`config.mk`:
```
export PLATFORM = sky130hd
export DESIGN_NAME = tgs_ctrl
export DESIGN_NICKNAME = d
export VERILOG_FILES = /design/src/rtl/tgs_pkg.sv /design/src/rtl/tgs_ctrl.sv
export SDC_FILE = /design/constraint.sdc
export NUM_CORES = 1
export LEC_CHECK = 0
export BUFFER_PORTS_ARGS = -buffer_cell sky130_fd_sc_hd__buf_4
export CELL_PAD_IN_SITES_DETAIL_PLACEMENT = 1
export CELL_PAD_IN_SITES_GLOBAL_PLACEMENT = 1
export CORE_MARGIN = 1.5
export CORE_UTILIZATION = 28
export CTS_CLUSTER_DIAMETER = 150
export DETAILED_ROUTE_END_ITERATION = 8
export PLACE_DENSITY = 0.83
export REMOVE_ABC_BUFFERS = 1
export SYNTH_ARGS = -nofsm -noshare
export SYNTH_HDL_FRONTEND = slang
export SYNTH_SLANG_ARGS = --single-unit
```
`constraint.sdc`:
```
create_clock -name clk -period 1.5 [get_ports clk]
set_input_delay 0 -clock clk [delete_from_list [all_inputs] [get_ports clk]]
set_output_delay 0 -clock clk [all_outputs]
set_load 0.05 [all_outputs]
```
`src/rtl/tgs_pkg.sv`:
```
// ---------------------------------------------------------------------------
// tgs_pkg: shared types and constants of the topic Gibbs sampler
// Field widths, register codes, reset values and the command and status
// bundles that join the controller to the datapath.
// ---------------------------------------------------------------------------
package tgs_pkg;

	// default sizes of the counter tables
	localparam int TOPICS_DEF     = 16;
	localparam int VOCAB_DEF      = 16384;
	localparam int DOCS_DEF       = 4096;
	localparam int COUNT_BITS_DEF = 24;

	// request and register field widths
	localparam int TC_W    = 5;
	localparam int VS_W    = 15;
	localparam int DOC_W   = 12;
	localparam int WORD_W  = 14;
	localparam int TOPIC_W = 4;
	localparam int RND_W   = 16;
	localparam int REG_W   = 1;

	// configuration register indexes
	localparam logic [REG_W-1:0] REG_TOPIC_COUNT = 1'b0;
	localparam logic [REG_W-1:0] REG_VOCAB_SIZE  = 1'b1;

	// configuration reset values
	localparam logic [TC_W-1:0] TOPIC_COUNT_RST = 5'd2;
	localparam logic [VS_W-1:0] VOCAB_SIZE_RST  = 15'd16384;

	// commands from the controller
	typedef struct packed {
		logic clr;       // write one clearing row
		logic cap;       // capture a request
		logic idx1;      // index wrap, reciprocal product
		logic idx2;      // index wrap, correction
		logic rd;        // read the counter rows
		logic k_init;    // start the weight loop
		logic div_load;  // load the divider for topic k
		logic div_step;  // four quotient bits
		logic mul_lo;    // low partial product
		logic mul_hi;    // high partial product
		logic acc;       // store weight, add to sum, advance k
		logic thr1;      // threshold partial products
		logic thr2;      // threshold sum, start the scan
		logic scan;      // one step of the cumulative scan
		logic wr;        // write back the counters
		logic out_load;  // load the result register
	} cmd_t;

	// status back to the controller
	typedef struct packed {
		logic clr_last;
		logic resample;
		logic div_last;
		logic k_last;
		logic hit;
	} sts_t;

endpackage

```
`src/rtl/tgs_ctrl.sv`:
```
// ---------------------------------------------------------------------------
// tgs_ctrl: sequencer of the topic Gibbs sampler
// Runs the clearing pass, then steps each request through index wrap, table
// read and the write-back; a resample also runs the per-topic weight loop and the scan.
// ---------------------------------------------------------------------------
module tgs_ctrl
	import tgs_pkg::*;
(
	input  logic clk,
	input  logic arst_n,
	input  logic s_tvalid,
	output logic s_tready,
	output logic m_tvalid,
	input  logic m_tready,
	output cmd_t cmd,
	input  sts_t sts
);

	localparam logic [3:0] S_CLEAR = 4'd0;
	localparam logic [3:0] S_IDLE  = 4'd1;
	localparam logic [3:0] S_IDX1  = 4'd2;
	localparam logic [3:0] S_IDX2  = 4'd3;
	localparam logic [3:0] S_READ  = 4'd4;
	localparam logic [3:0] S_LOAD  = 4'd5;
	localparam logic [3:0] S_DLOAD = 4'd6;
	localparam logic [3:0] S_DRUN  = 4'd7;
	localparam logic [3:0] S_MLO   = 4'd8;
	localparam logic [3:0] S_MHI   = 4'd9;
	localparam logic [3:0] S_ACC   = 4'd10;
	localparam logic [3:0] S_THR1  = 4'd11;
	localparam logic [3:0] S_THR2  = 4'd12;
	localparam logic [3:0] S_SCAN  = 4'd13;
	localparam logic [3:0] S_WRITE = 4'd14;
	localparam logic [3:0] S_DONE  = 4'd15;

	logic [3:0] state_q, state_d;
	logic       m_tvalid_q;
	logic       out_free;

	assign out_free = !m_tvalid_q || m_tready;
	assign m_tvalid = m_tvalid_q;
	assign s_tready = (state_q == S_IDLE);

	// next state and commands
	always_comb begin
		state_d = state_q;
		cmd     = '0;
		unique case (state_q)
			S_CLEAR: begin
				cmd.clr = 1'b1;
				if (sts.clr_last) state_d = S_IDLE;
			end
			S_IDLE: begin
				if (s_tvalid) begin
					cmd.cap = 1'b1;
					state_d = S_IDX1;
				end
			end
			S_IDX1: begin
				cmd.idx1 = 1'b1;
				state_d  = S_IDX2;
			end
			S_IDX2: begin
				cmd.idx2 = 1'b1;
				state_d  = S_READ;
			end
			S_READ: begin
				cmd.rd  = 1'b1;
				state_d = S_LOAD;
			end
			S_LOAD: begin
				if (sts.resample) begin
					cmd.k_init = 1'b1;
					state_d    = S_DLOAD;
				end else begin
					state_d = S_WRITE;
				end
			end
			S_DLOAD: begin
				cmd.div_load = 1'b1;
				state_d      = S_DRUN;
			end
			S_DRUN: begin
				cmd.div_step = 1'b1;
				if (sts.div_last) state_d = S_MLO;
			end
			S_MLO: begin
				cmd.mul_lo = 1'b1;
				state_d    = S_MHI;
			end
			S_MHI: begin
				cmd.mul_hi = 1'b1;
				state_d    = S_ACC;
			end
			S_ACC: begin
				cmd.acc = 1'b1;
				state_d = sts.k_last ? S_THR1 : S_DLOAD;
			end
			S_THR1: begin
				cmd.thr1 = 1'b1;
				state_d  = S_THR2;
			end
			S_THR2: begin
				cmd.thr2 = 1'b1;
				state_d  = S_SCAN;
			end
			S_SCAN: begin
				cmd.scan = 1'b1;
				if (sts.hit || sts.k_last) state_d = S_WRITE;
			end
			S_WRITE: begin
				cmd.wr  = 1'b1;
				state_d = S_DONE;
			end
			S_DONE: begin
				if (out_free) begin
					cmd.out_load = 1'b1;
					state_d      = S_IDLE;
				end
			end
			default: state_d = S_IDLE;
		endcase
	end

	// state register
	always_ff @(posedge clk or negedge arst_n) begin
		if (!arst_n) begin
			state_q <= S_CLEAR;
		end else begin
			state_q <= state_d;
		end
	end

	// result valid: set on load, drop when taken
	always_ff @(posedge clk or negedge arst_n) begin
		if (!arst_n) begin
			m_tvalid_q <= 1'b0;
		end else if (cmd.out_load) begin
			m_tvalid_q <= 1'b1;
		end else if (m_tready) begin
			m_tvalid_q <= 1'b0;
		end
	end

`ifndef SYNTH
	a_no_accept_in_clear: assert property (@(posedge clk) disable iff (!arst_n)
		(state_q == S_CLEAR) |-> !s_tready)
		else $error("request taken during clearing pass");

	a_accept_starts_work: assert property (@(posedge clk) disable iff (!arst_n)
		(s_tvalid && s_tready) |=> (state_q == S_IDX1))
		else $error("accepted request did not start");

	a_done_loads_result: assert property (@(posedge clk) disable iff (!arst_n)
		(state_q == S_DONE && out_free) |=> (m_tvalid && state_q == S_IDLE))
		else $error("finished request did not reach the result register");
`endif

endmodule

```
==> results of run 1 <==
repair_timing:
item / 4_1_cts / 5_1_grt
setup endpoints to repair: 2 / 12
hold buffers: 1 / 0
endpoints found under the hold margin: 5 / 0
resized for setup: 2 / 20
cells by family after synthesis:
| logic type | after synthesis | share of synthesized area (%) |
|---|---|---|
| AO/OA/AOI/OAI | 11 | 17.0 |
| buffers and inverters | 9 | 9.77 |
| AND/OR/NAND/NOR | 37 | 45.3 |
| flip-flops | 5 | 25.7 |
| multiplexers | 1 | 2.31 |
area by class of cell:
cell class	instances	area (um^2)	share of cell area, %
Inverter	4	15.0	1.77
Timing Repair Buffer	35	284	33.4
Multi-Input combinational cell	49	374	44.0
Sequential cell	5	130	15.3
Clock buffer	4	26.3	3.09
Tap cell	16	20.0	2.36
metal layers:
metal | routed length, um | GRT usage, % | vias to the layer above | part of all wire, %
met1 | 708 | 22.5 | 297 | 40
met5 | 0 | 0 | - | 0
met3 | 101 | 7.20 | 2 | 5.6
met2 | 957 | 32.5 | 23 | 54
li1 | - | - | 289 | -
met4 | 21 | 3.64 | 0 | 1.2
worst max-delay path by stage:
stage | to | from | cells past startpoint
2_1_floorplan | state_q[0] | state_q[1] | 2
3_3_place_gp | state_q[3] | state_q[1] | 5
3_5_place_dp | state_q[3] | state_q[1] | 5
4_1_cts | cmd[14] | state_q[1] | 4
5_1_grt | state_q[3] | state_q[2] | 4
6_report | state_q[3] | state_q[2] | 4
registers in the layout, summed over array words and instances, names as in the netlist:
| signal | count |
|---|---|
| m_tvalid | 1 |
| state_q | 4 |
worst min-delay path, stage by stage:
cell and delay (ns):
buf_4 0.11, inv_1 0.04, a22oi_1 0.07
Yosys cell counts, drive strengths merged:
cell | n | area (um^2)
o21ai | 2 | 10.0
and3b | 1 | 8.76
mux2 | 1 | 11.3
nor4 | 2 | 27.5
a21oi | 2 | 10.0
nor3 | 9 | 50.1
a41oi | 1 | 16.3
or3 | 1 | 6.26
inv | 4 | 15.0
nor2 | 11 | 43.8
nand3b | 1 | 7.51
nor2b | 1 | 6.26
nand2 | 4 | 17.5
nand2b | 4 | 32.5
nand4 | 1 | 6.26
and2 | 1 | 6.26
a22oi | 1 | 7.51
a21boi | 1 | 7.51
and2b | 1 | 7.51
o21a | 1 | 7.51
dfrtp | 5 | 125
buf | 4 | 28.8
o31ai | 1 | 7.51
a31oi | 1 | 6.26
clkbuf | 1 | 3.75
o211a | 1 | 10.0
through the flow:
stage	cell area, um^2	std cells	hold slack, ns	utilization, %
2_1_floorplan	454	58	-0.296	-
3_3_place_gp	729	108	-0.192	46.8
3_5_place_dp	729	108	-0.194	46.8
4_1_cts	773	113	0.0133	49.6
5_1_grt	850	113	0.0313	54.5
6_report	850	113	0.0133	54.5
power groups by stage:
stage | logic (mW) | registers (mW) | clock network, mW
2_1_floorplan | 0.825 | 0.429 | 0
3_3_place_gp | 1.43 | 0.310 | 0
3_5_place_dp | 1.47 | 0.316 | 0
4_1_cts | 1.50 | 0.319 | 0.172
5_1_grt | 1.72 | 0.350 | 0.182
6_report | 1.62 | 0.344 | 0.166
==> qor.log, run 1 <==
[min_path] hold-critical path endpoint state_q[0]
[worst_setup_path] cell at the slowest stage of the critical path dfrtp_2
[power_and_ir_drop] sw frac 57.7%
[worst_setup_path] internal reg-to-reg setup slack 0.07 ns
[yosys] sequential cell area fraction in the yosys report 25.7%
[flow_run] max-cap viol count 0
[worst_setup_path] cell family with most CP delay flip-flops
[grt] number of global-route vias before repair 580
[clock_tree] Max Buffers Root-to-Sink 2
[sta] number of endpoints failing setup at the final stage 0
[clock_tree] TritonCTS clock tree yes
[floorplan] number of primary I/O pins 27
[yosys] Cells after Synth 63
[worst_setup_path] worst-path cell chain buf_4 > or3_1 > a21oi_1 > o31ai_1
[placement] Placer Congestion 0.758
[drt] wirelength, routed 1790 um
[min_path] hold path cells 3
[sta] Period minus WS final 1.43 ns
[grt] wire length of the first global-routing pass 2700 um
[sta] worst setup skew after layout 0.00478 ns
[sta] headroom to the max-slew limit 80.3%
[sta] number of hold violations in the final report 0
[floorplan] initial core utilization 31.2%
[worst_setup_path] CP Class reg -> reg
[floorplan] Core Footprint 1560 um^2
[final_layout] proportion of layout cells with a drive suffix above 1 61.9%
[drt] final routed DRC violation total 2
[grt] initial antenna violation count 0
[grt] largest net degree at the start of global routing 9
[power_and_ir_drop] share of total power in the clock network 7.8%
[final_layout] commonest cells after routing, fill and taps aside buf_4 (29), nor2_1 (8), nor3_2 (7)
[worst_setup_path] critical path capture point type flop
[sta] slew at the pin closest to its max-slew limit 0.293 ns
[yosys] Synth Area per Inst 7.73 um^2
[clock_tree] number of CTS-inserted buffers 3
[sta] Total Negative Setup Slacks 0 ns
[worst_setup_path] Buf/Inv on CP 1
[drt] WL/cell 15.8 um
[final_layout] Final #Nets 107
[yosys] post-synth design cell area 487 um^2
[clock_tree] number of buffers inserted to repair setup after CTS 0
[sta] post-route fraction of the period consumed by the critical path 95.7%
[drt] count of routing violations after the opening detailed-route iteration 5
[min_path] type of the tightest min-delay check in -> reg
[sta] unrepaired setup endpoints after global routing true
[worst_setup_path] launch point of the worst reg-to-reg path state_q[2]
[power_and_ir_drop] Power, Total 2.13 mW
[floorplan] overall die area 2000 um^2
[outcome] failing checks DRC
[power_and_ir_drop] part of the total power dissipated in sequential elements 16.1%
[final_layout] number of fillers in the final layout 193
[floorplan] standard-cell row count 14
[yosys] Synthesis Warnings 0
[placement] count of buffers from port buffering 26
[worst_setup_path] r2r worst-path depth 4
[clock_tree] # clock sinks 5
[drt] via density per instance 5.41
[power_and_ir_drop] part of the total power dissipated in combinational logic 76.1%
[clock_tree] clock latency on the worst-skew pair 0.25 ns
[sta] pins over their slew limit 0
[worst_setup_path] biggest cell delay along the critical path 0.47 ns
[floorplan] height of the die 44.7 um
[drt] number of optimization iterations in the first detailed-route pass 6
[worst_setup_path] required time at the worst-slack endpoint 1.62 ns
[grt] overflow left after global routing 0
[power_and_ir_drop] net switching component of the power 1.23 mW
[placement] worst setup slack before clock tree synthesis 0.0582 ns
[power_and_ir_drop] Power per Cell Area 2510 nW/um^2
[sta] Worst Setup Slack, final 0.0652 ns
[drt] number of nets with antenna violations after routing 0
[clock_tree] H-tree depth 1
[worst_setup_path] Data arrival, critical path 1.56 ns
[floorplan] Die Span X 44.7 um
[worst_setup_path] crit-path max FO 8
[power_and_ir_drop] maximum ir drop on the vdd rail 1080 uV
[power_and_ir_drop] Internal 0.902 mW
[final_layout] Area growth syn-to-layout 74.6%
[min_path] hold wc startpoint sts[4]
[yosys] count of different cell masters after synthesis 35
[clock_tree] Clk pin slew, worst setup/hold paths 0.05 ns
[final_layout] leading cell type in the layout, fill and taps excluded buf_4
[power_and_ir_drop] reported leakage power 0.402 nW
[worst_setup_path] worst flop-to-flop path endpoint state_q[3]
[final_layout] Antenna Cells 0
[drt] via count 611
[sta] FMAX 697 MHz
[outcome] status finished, violations left
[placement] post-detail-place hpwl 1320 um
[grt] Tot GR Track Use 18.9%
[yosys] Seq cells post-synth 5
[clock_tree] CTS root buf clkbuf_4
[worst_setup_path] startpoint kind of the worst setup timing path flop
Power figures use the tool's default switching activity.
==> run 2, diff against run 1 <==
--- a/config.mk
+++ b/config.mk
@@ -13,7 +13,6 @@
 export CTS_CLUSTER_DIAMETER = 150
 export DETAILED_ROUTE_END_ITERATION = 8
 export PLACE_DENSITY = 0.83
-export REMOVE_ABC_BUFFERS = 1
 export SYNTH_ARGS = -nofsm -noshare
 export SYNTH_HDL_FRONTEND = slang
 export SYNTH_SLANG_ARGS = --single-unit
==> run 2 against run 1 <==
Hold slack improved by 0.018 ns. Non-clock buffer count decreased by 1. Sequential share of layout area decreased by 0.17 points. Clock-buffer cell count unchanged. The flow still finishes with violations (DRC). Final cell count decreased by 0.88%. Utilization increased by 0.080 points. First-iteration DRC count increased by 140%. Routed wire length increased by 6.9%. Power increased by 1.4%. Maximum frequency decreased by 1.1%. Cell area increased by 0.15%. Via count decreased by 2.1%.
==> qor.log, run 2 (synthesized netlist as in run 1, its figures left out) <==
[outcome] status finished, violations left [unchanged]
[outcome] failing checks DRC [unchanged]
[worst_setup_path] critical path capture point type output port [was flop]
[sta] number of endpoints failing setup at the final stage 0 [unchanged]
[worst_setup_path] startpoint kind of the worst setup timing path flop [unchanged]
[clock_tree] CTS root buf clkbuf_4 [unchanged]
[drt] number of nets with antenna violations after routing 0 [unchanged]
[final_layout] proportion of layout cells with a drive suffix above 1 60.4% [was 61.9%]
[grt] largest net degree at the start of global routing 12 [was 9]
[floorplan] standard-cell row count 14 [unchanged]
[worst_setup_path] worst flop-to-flop path endpoint state_q[3] [unchanged]
[worst_setup_path] launch point of the worst reg-to-reg path state_q[1] [was state_q[2]]
[final_layout] commonest cells after routing, fill and taps aside buf_4 (29), nor2_1 (9), nor3_2 (6) [was buf_4 (29), nor2_1 (8), nor3_2 (7)]
[clock_tree] Clk pin slew, worst setup/hold paths 0.05 ns [about the same]
[power_and_ir_drop] share of total power in the clock network 7.6% [was 7.8%]
[power_and_ir_drop] Internal 0.904 mW [was 0.902 mW]
[sta] slew at the pin closest to its max-slew limit 0.284 ns [was 0.293 ns]
[power_and_ir_drop] reported leakage power 0.406 nW [was 0.402 nW]
[clock_tree] clock latency on the worst-skew pair 0.25 ns [about the same]
[grt] number of global-route vias before repair 554 [was 580]
[worst_setup_path] r2r worst-path depth 5 [was 4]
[clock_tree] # clock sinks 5 [unchanged]
[worst_setup_path] Data arrival, critical path 1.45 ns [was 1.56 ns]
[worst_setup_path] crit-path max FO 11 [was 8]
[sta] Total Negative Setup Slacks 0 ns [unchanged]
[floorplan] overall die area 2000 um^2 [unchanged]
[drt] via density per instance 5.34 [was 5.41]
[grt] wire length of the first global-routing pass 2660 um [was 2700 um]
[floorplan] Core Footprint 1560 um^2 [unchanged]
[final_layout] leading cell type in the layout, fill and taps excluded buf_4 [unchanged]
[min_path] type of the tightest min-delay check in -> reg [unchanged]
[placement] Placer Congestion 0.765 [was 0.758]
[final_layout] number of fillers in the final layout 196 [was 193]
[drt] count of routing violations after the opening detailed-route iteration 12 [was 5]
[power_and_ir_drop] net switching component of the power 1.26 mW [was 1.23 mW]
[drt] WL/cell 17.1 um [was 15.8 um]
[final_layout] non-filler cells, final 112 [was 113]
[final_layout] max FFs per register 4 [unchanged]
[drt] via count 598 [was 611]
[grt] met1 demand-to-capacity share in global routing 25.5% [was 22.5%]
[final_layout] Area growth syn-to-layout 74.8% [was 74.6%]
[sta] headroom to the max-slew limit 81.0% [was 80.3%]
[sta] post-route fraction of the period consumed by the critical path 96.7% [was 95.7%]
[sta] number of hold violations in the final report 0 [unchanged]
[worst_setup_path] Crit. Startpoint state_q[0] [was state_q[2]]
[drt] final routed DRC violation total 1 [was 2]
[sta] worst setup skew after layout 0.00863 ns [was 0.00478 ns]
[floorplan] Die Span X 44.7 um [unchanged]
[drt] number of optimization iterations in the first detailed-route pass 6 [unchanged]
[sta] Period minus WS final 1.45 ns [was 1.43 ns]
[power_and_ir_drop] part of the total power dissipated in combinational logic 77.1% [was 76.1%]
[placement] worst setup slack before clock tree synthesis 0.0797 ns [was 0.0582 ns]
[final_layout] Final #Nets 106 [was 107]
[clock_tree] number of buffers inserted to repair setup after CTS 0 [unchanged]
[worst_setup_path] required time at the worst-slack endpoint 1.50 ns [was 1.62 ns]
[clock_tree] H-tree depth 1 [unchanged]
[clock_tree] Max Buffers Root-to-Sink 2 [unchanged]
[power_and_ir_drop] Power, Total 2.16 mW [was 2.13 mW]
[sta] pins over their slew limit 0 [unchanged]
[final_layout] Antenna Cells 0 [unchanged]
[floorplan] number of primary I/O pins 27 [unchanged]
[drt] wirelength, routed 1910 um [was 1790 um]
[placement] post-detail-place hpwl 1360 um [was 1320 um]
[grt] overflow left after global routing 0 [unchanged]
[grt] GRT busiest layer met2 [unchanged]
[placement] count of buffers from port buffering 26 [unchanged]
[sta] Worst Setup Slack, final 0.0499 ns [was 0.0652 ns]
[grt] initial antenna violation count 0 [unchanged]
[grt] met2 track demand over resource 31.0% [was 32.5%]
[clock_tree] TritonCTS clock tree yes [unchanged]
[power_and_ir_drop] Power per Cell Area 2540 nW/um^2 [was 2510 nW/um^2]
[placement] number of placed cells counting well taps 107 [was 108]
[power_and_ir_drop] maximum ir drop on the vdd rail 1080 uV [about the same]
[floorplan] height of the die 44.7 um [unchanged]
[worst_setup_path] internal reg-to-reg setup slack 0.11 ns [was 0.07 ns]
[power_and_ir_drop] part of the total power dissipated in sequential elements 15.4% [was 16.1%]
[grt] Tot GR Track Use 19.0% [was 18.9%]
[final_layout] core utilization of the finished layout 54.6% [was 54.5%]
[worst_setup_path] CP Class reg -> out [was reg -> reg]
[yosys] syn nets 72
[power_and_ir_drop] sw frac 58.2% [was 57.7%]
[flow_run] max-cap viol count 0 [unchanged]
[worst_setup_path] worst setup path end cmd[15] [was state_q[3]]
[grt] met3 Resource Use GR 2.40% [was 7.20%]
[sta] FMAX 690 MHz [was 697 MHz]
[clock_tree] number of CTS-inserted buffers 3 [unchanged]
[final_layout] Largest Register state_q [unchanged]
[floorplan] initial core utilization 31.2% [unchanged]
[run 2: changes by cell type in the layout (fill, tap and decap cells not counted), sizes merged]
cell  change
buf       -1
[run 2: per-stage QoR]
stage / hold slack [ns] / instance area, um^2
after floorplan: -0.296 / 529
after global placement: -0.194 / 777
after detailed placement: -0.195 / 777
after CTS: 0.0472 / 818
after global routing: 0.0364 / 851
final: 0.0314 / 851
[run 2: what timing repair did]
| item | 4_1_cts | 5_1_grt |
|---|---|---|
| endpoints found under the setup margin | 4 | 12 |
| resized for setup | 2 | 10 |
| endpoints found under the hold margin | 5 | 0 |
| pin swaps | 0 | 1 |
| hold buffers | 1 | 0 |
[run 2: how the worst min path moves through the flow]
stage,from,to,depth (start not counted)
after floorplan,arst_n,m_tvalid,0
after global placement,arst_n,m_tvalid,1
after detailed placement,arst_n,m_tvalid,1
after CTS,sts[4],state_q[0],3
after global routing,sts[4],state_q[0],3
final,sts[4],state_q[0],3
[run 2: critical path: stages (launching register included)]
cell     delay (ns)
dfrtp_2        0.45
buf_4          0.21
nor4_4         0.30
buf_4          0.24
[run 2: metal layers]
layer / up-vias / part of all wire, %
met3: 0 / 1.3
met1: 305 / 43
li1: 286 / -
met5: - / 0
met4: 0 / 0
met2: 7 / 55
[run 2: cell type report]
cell class | count | area, um^2 | share of cell area, %
Timing Repair Buffer | 34 | 282 | 33.1
Inverter | 4 | 15.0 | 1.76
Tap cell | 16 | 20.0 | 2.35
Clock buffer | 4 | 26.3 | 3.09
Sequential cell | 5 | 129 | 15.1
Multi-Input combinational cell | 49 | 379 | 44.6
[run 2: power groups by stage]
| stage | Clock [mW] | Combinational [mW] | Sequential (mW) |
|---|---|---|---|
| floorplan | 0 | 1.10 | 0.323 |
| global placement | 0 | 1.52 | 0.311 |
| detailed placement | 0 | 1.56 | 0.319 |
| CTS | 0.163 | 1.58 | 0.319 |
| global route | 0.182 | 1.76 | 0.341 |
| finish | 0.163 | 1.67 | 0.332 |
==> run 3, diff against run 2 <==
--- a/config.mk
+++ b/config.mk
@@ -13,6 +13,7 @@
 export CTS_CLUSTER_DIAMETER = 150
 export DETAILED_ROUTE_END_ITERATION = 8
 export PLACE_DENSITY = 0.83
+export RECOVER_POWER = 25
 export SYNTH_ARGS = -nofsm -noshare
 export SYNTH_HDL_FRONTEND = slang
 export SYNTH_SLANG_ARGS = --single-unit
==> run 3 against run 2 <==
The run still ends with DRC left. Power is 0.54% lower. First-iteration DRC count is 42% lower. Via count is 1.0% lower. Sequential power hardly changed. Critical path depth is 1 higher. Critical endpoint is now cmd[0]. Highest routed layer unchanged.
==> qor.log, run 3 (synthesized netlist as in run 1, its figures left out) <==
[final_layout] commonest cells after routing, fill and taps aside buf_4 (27), nor2_1 (9), nor3_2 (6) [was buf_4 (29), nor2_1 (9), nor3_2 (6)]
[outcome] status finished, violations left [unchanged]
[final_layout] Area growth syn-to-layout 73.3% [was 74.8%]
[drt] via density per instance 5.29 [was 5.34]
[drt] number of nets with antenna violations after routing 0 [unchanged]
[power_and_ir_drop] reported leakage power 0.398 nW [was 0.406 nW]
[final_layout] number of fillers in the final layout 197 [was 196]
[power_and_ir_drop] Power, Total 2.15 mW [was 2.16 mW]
[final_layout] core utilization of the finished layout 54.1% [was 54.6%]
[drt] wirelength, routed 1910 um [about the same]
[final_layout] proportion of layout cells with a drive suffix above 1 58.3% [was 60.4%]
[drt] number of optimization iterations in the first detailed-route pass 6 [unchanged]
[floorplan] overall die area 2000 um^2 [unchanged]
[clock_tree] clock latency on the worst-skew pair 0.25 ns [about the same]
[grt] initial antenna violation count 0 [unchanged]
[sta] slew at the pin closest to its max-slew limit 0.598 ns [was 0.284 ns]
[grt] Tot GR Track Use 19.0% [unchanged]
[drt] WL/cell 17.0 um [was 17.1 um]
[final_layout] Antenna Cells 0 [unchanged]
[sta] headroom to the max-slew limit 60.3% [was 81.0%]
[grt] largest net degree at the start of global routing 12 [unchanged]
[worst_setup_path] worst setup path end cmd[0] [was cmd[15]]
[sta] FMAX 686 MHz [was 690 MHz]
[final_layout] max FFs per register 4 [unchanged]
[floorplan] standard-cell row count 14 [unchanged]
[power_and_ir_drop] maximum ir drop on the vdd rail 1080 uV [about the same]
[drt] final routed DRC violation total 1 [unchanged]
[drt] count of routing violations after the opening detailed-route iteration 7 [was 12]
[worst_setup_path] internal reg-to-reg setup slack 0.11 ns [about the same]
[yosys] syn nets 72 [unchanged]
[clock_tree] # clock sinks 5 [unchanged]
[placement] Placer Congestion 0.765 [unchanged]
[clock_tree] CTS root buf clkbuf_4 [unchanged]
[min_path] type of the tightest min-delay check in -> reg [unchanged]
[sta] pins over their slew limit 0 [unchanged]
[clock_tree] Clk pin slew, worst setup/hold paths 0.05 ns [about the same]
[power_and_ir_drop] part of the total power dissipated in sequential elements 15.4% [about the same]
[placement] count of buffers from port buffering 26 [unchanged]
[worst_setup_path] CP Class reg -> out [unchanged]
[flow_run] max-cap viol count 0 [unchanged]
[clock_tree] TritonCTS clock tree yes [unchanged]
[sta] number of hold violations in the final report 0 [unchanged]
[clock_tree] Max Buffers Root-to-Sink 2 [unchanged]
[sta] worst setup skew after layout 0.00863 ns [unchanged]
[worst_setup_path] worst flop-to-flop path endpoint state_q[3] [unchanged]
[worst_setup_path] required time at the worst-slack endpoint 1.50 ns [about the same]
[floorplan] initial core utilization 31.2% [unchanged]
[sta] post-route fraction of the period consumed by the critical path 97.1% [was 96.7%]
[min_path] hold path cells 3 [unchanged]
[floorplan] height of the die 44.7 um [unchanged]
[drt] via count 592 [was 598]
[sta] number of endpoints failing setup at the final stage 0 [unchanged]
[worst_setup_path] startpoint kind of the worst setup timing path flop [unchanged]
[power_and_ir_drop] share of total power in the clock network 7.6% [about the same]
[clock_tree] number of CTS-inserted buffers 3 [unchanged]
[power_and_ir_drop] Internal 0.891 mW [was 0.904 mW]
[floorplan] Core Footprint 1560 um^2 [unchanged]
[worst_setup_path] Data arrival, critical path 1.46 ns [was 1.45 ns]
[final_layout] Final #Nets 106 [unchanged]
[power_and_ir_drop] net switching component of the power 1.26 mW [about the same]
[worst_setup_path] critical path capture point type output port [unchanged]
[power_and_ir_drop] part of the total power dissipated in combinational logic 77.0% [was 77.1%]
[worst_setup_path] launch point of the worst reg-to-reg path state_q[1] [unchanged]
[min_path] hold wc startpoint sts[4] [unchanged]
[clock_tree] H-tree depth 1 [unchanged]
[outcome] failing checks DRC [unchanged]
[worst_setup_path] Crit. Startpoint state_q[1] [was state_q[0]]
[placement] post-detail-place hpwl 1360 um [unchanged]
[power_and_ir_drop] sw frac 58.6% [was 58.2%]
[final_layout] leading cell type in the layout, fill and taps excluded buf_4 [unchanged]
[final_layout] register cell area after layout 129 um^2 [unchanged]
[grt] number of global-route vias before repair 554 [unchanged]
[floorplan] number of primary I/O pins 27 [unchanged]
[grt] wire length of the first global-routing pass 2660 um [unchanged]
[worst_setup_path] r2r worst-path depth 5 [unchanged]
[final_layout] area of combinational cells with multiple inputs 379 um^2 [unchanged]
[power_and_ir_drop] Power per Cell Area 2550 nW/um^2 [was 2540 nW/um^2]
[final_layout] Largest Register state_q [unchanged]
[sta] Period minus WS final 1.46 ns [was 1.45 ns]
[worst_setup_path] crit-path max FO 6 [was 11]
[floorplan] Die Span X 44.7 um [unchanged]
[grt] overflow left after global routing 0 [unchanged]
## run 3: how the worst min path moves through the flow
stage / endpoint / slack [ns]
final: state_q[0] / 0.03
after CTS: state_q[0] / 0.05
after detailed placement: m_tvalid / -0.20
after global placement: m_tvalid / -0.19
after global routing: state_q[0] / 0.04
after floorplan: m_tvalid / -0.30
## run 3: timing repair
item / in CTS / in global routing
hold buffers: 1 / 0
pin swaps: 0 / 1
resized for setup: 2 / 10
hold endpoints to repair: 5 / 0
setup endpoints to repair: 4 / 12
buffers inserted: 0 / 0
## run 3: critical path, cell delays in order, from the launching register on
cell and delay [ns]:
dfrtp_1 0.43, nand4_1 0.20, buf_4 0.20, and2b_1 0.18, buf_4 0.19
## run 3: power groups by stage
stage | logic, mW | clock network, mW | registers (mW)
after global routing | 1.75 | 0.182 | 0.341
after global placement | 1.52 | 0 | 0.311
after detailed placement | 1.56 | 0 | 0.319
after floorplan | 1.10 | 0 | 0.323
final | 1.65 | 0.163 | 0.332
after CTS | 1.58 | 0.163 | 0.319
## run 3: layer usage
layer / routed length [um] / up-vias / track usage [%]
met4: 0 / 0 / 7.27
met1: 822 / 299 / 25.5
met2: 1050 / 9 / 31.0
met3: 30 / 0 / 2.40
met5: 0 / - / 0
li1: - / 284 / -
## run 3: final cells by class
cell class	instances	share of cell area, %
multi-input cells	49	45.0
well taps	16	2.37
clock buffers	4	3.12
repair buffers	34	32.5
flip-flops and latches	5	15.3
inverters	4	1.78
## run 3: through the flow
step           instances  hold slack [ns]  worst slack, ns  instance area, um^2  TNS [ns]
6_report             112           0.0314           0.0428                  843         0
5_1_grt              112           0.0364          -0.0138                  843   -0.0309
2_1_floorplan         63           -0.296           -0.305                  529     -1.09
3_3_place_gp         107           -0.194            0.157                  777         0
4_1_cts              112           0.0472         -0.00435                  818  -0.00435
3_5_place_dp         107           -0.195           0.0797                  777         0
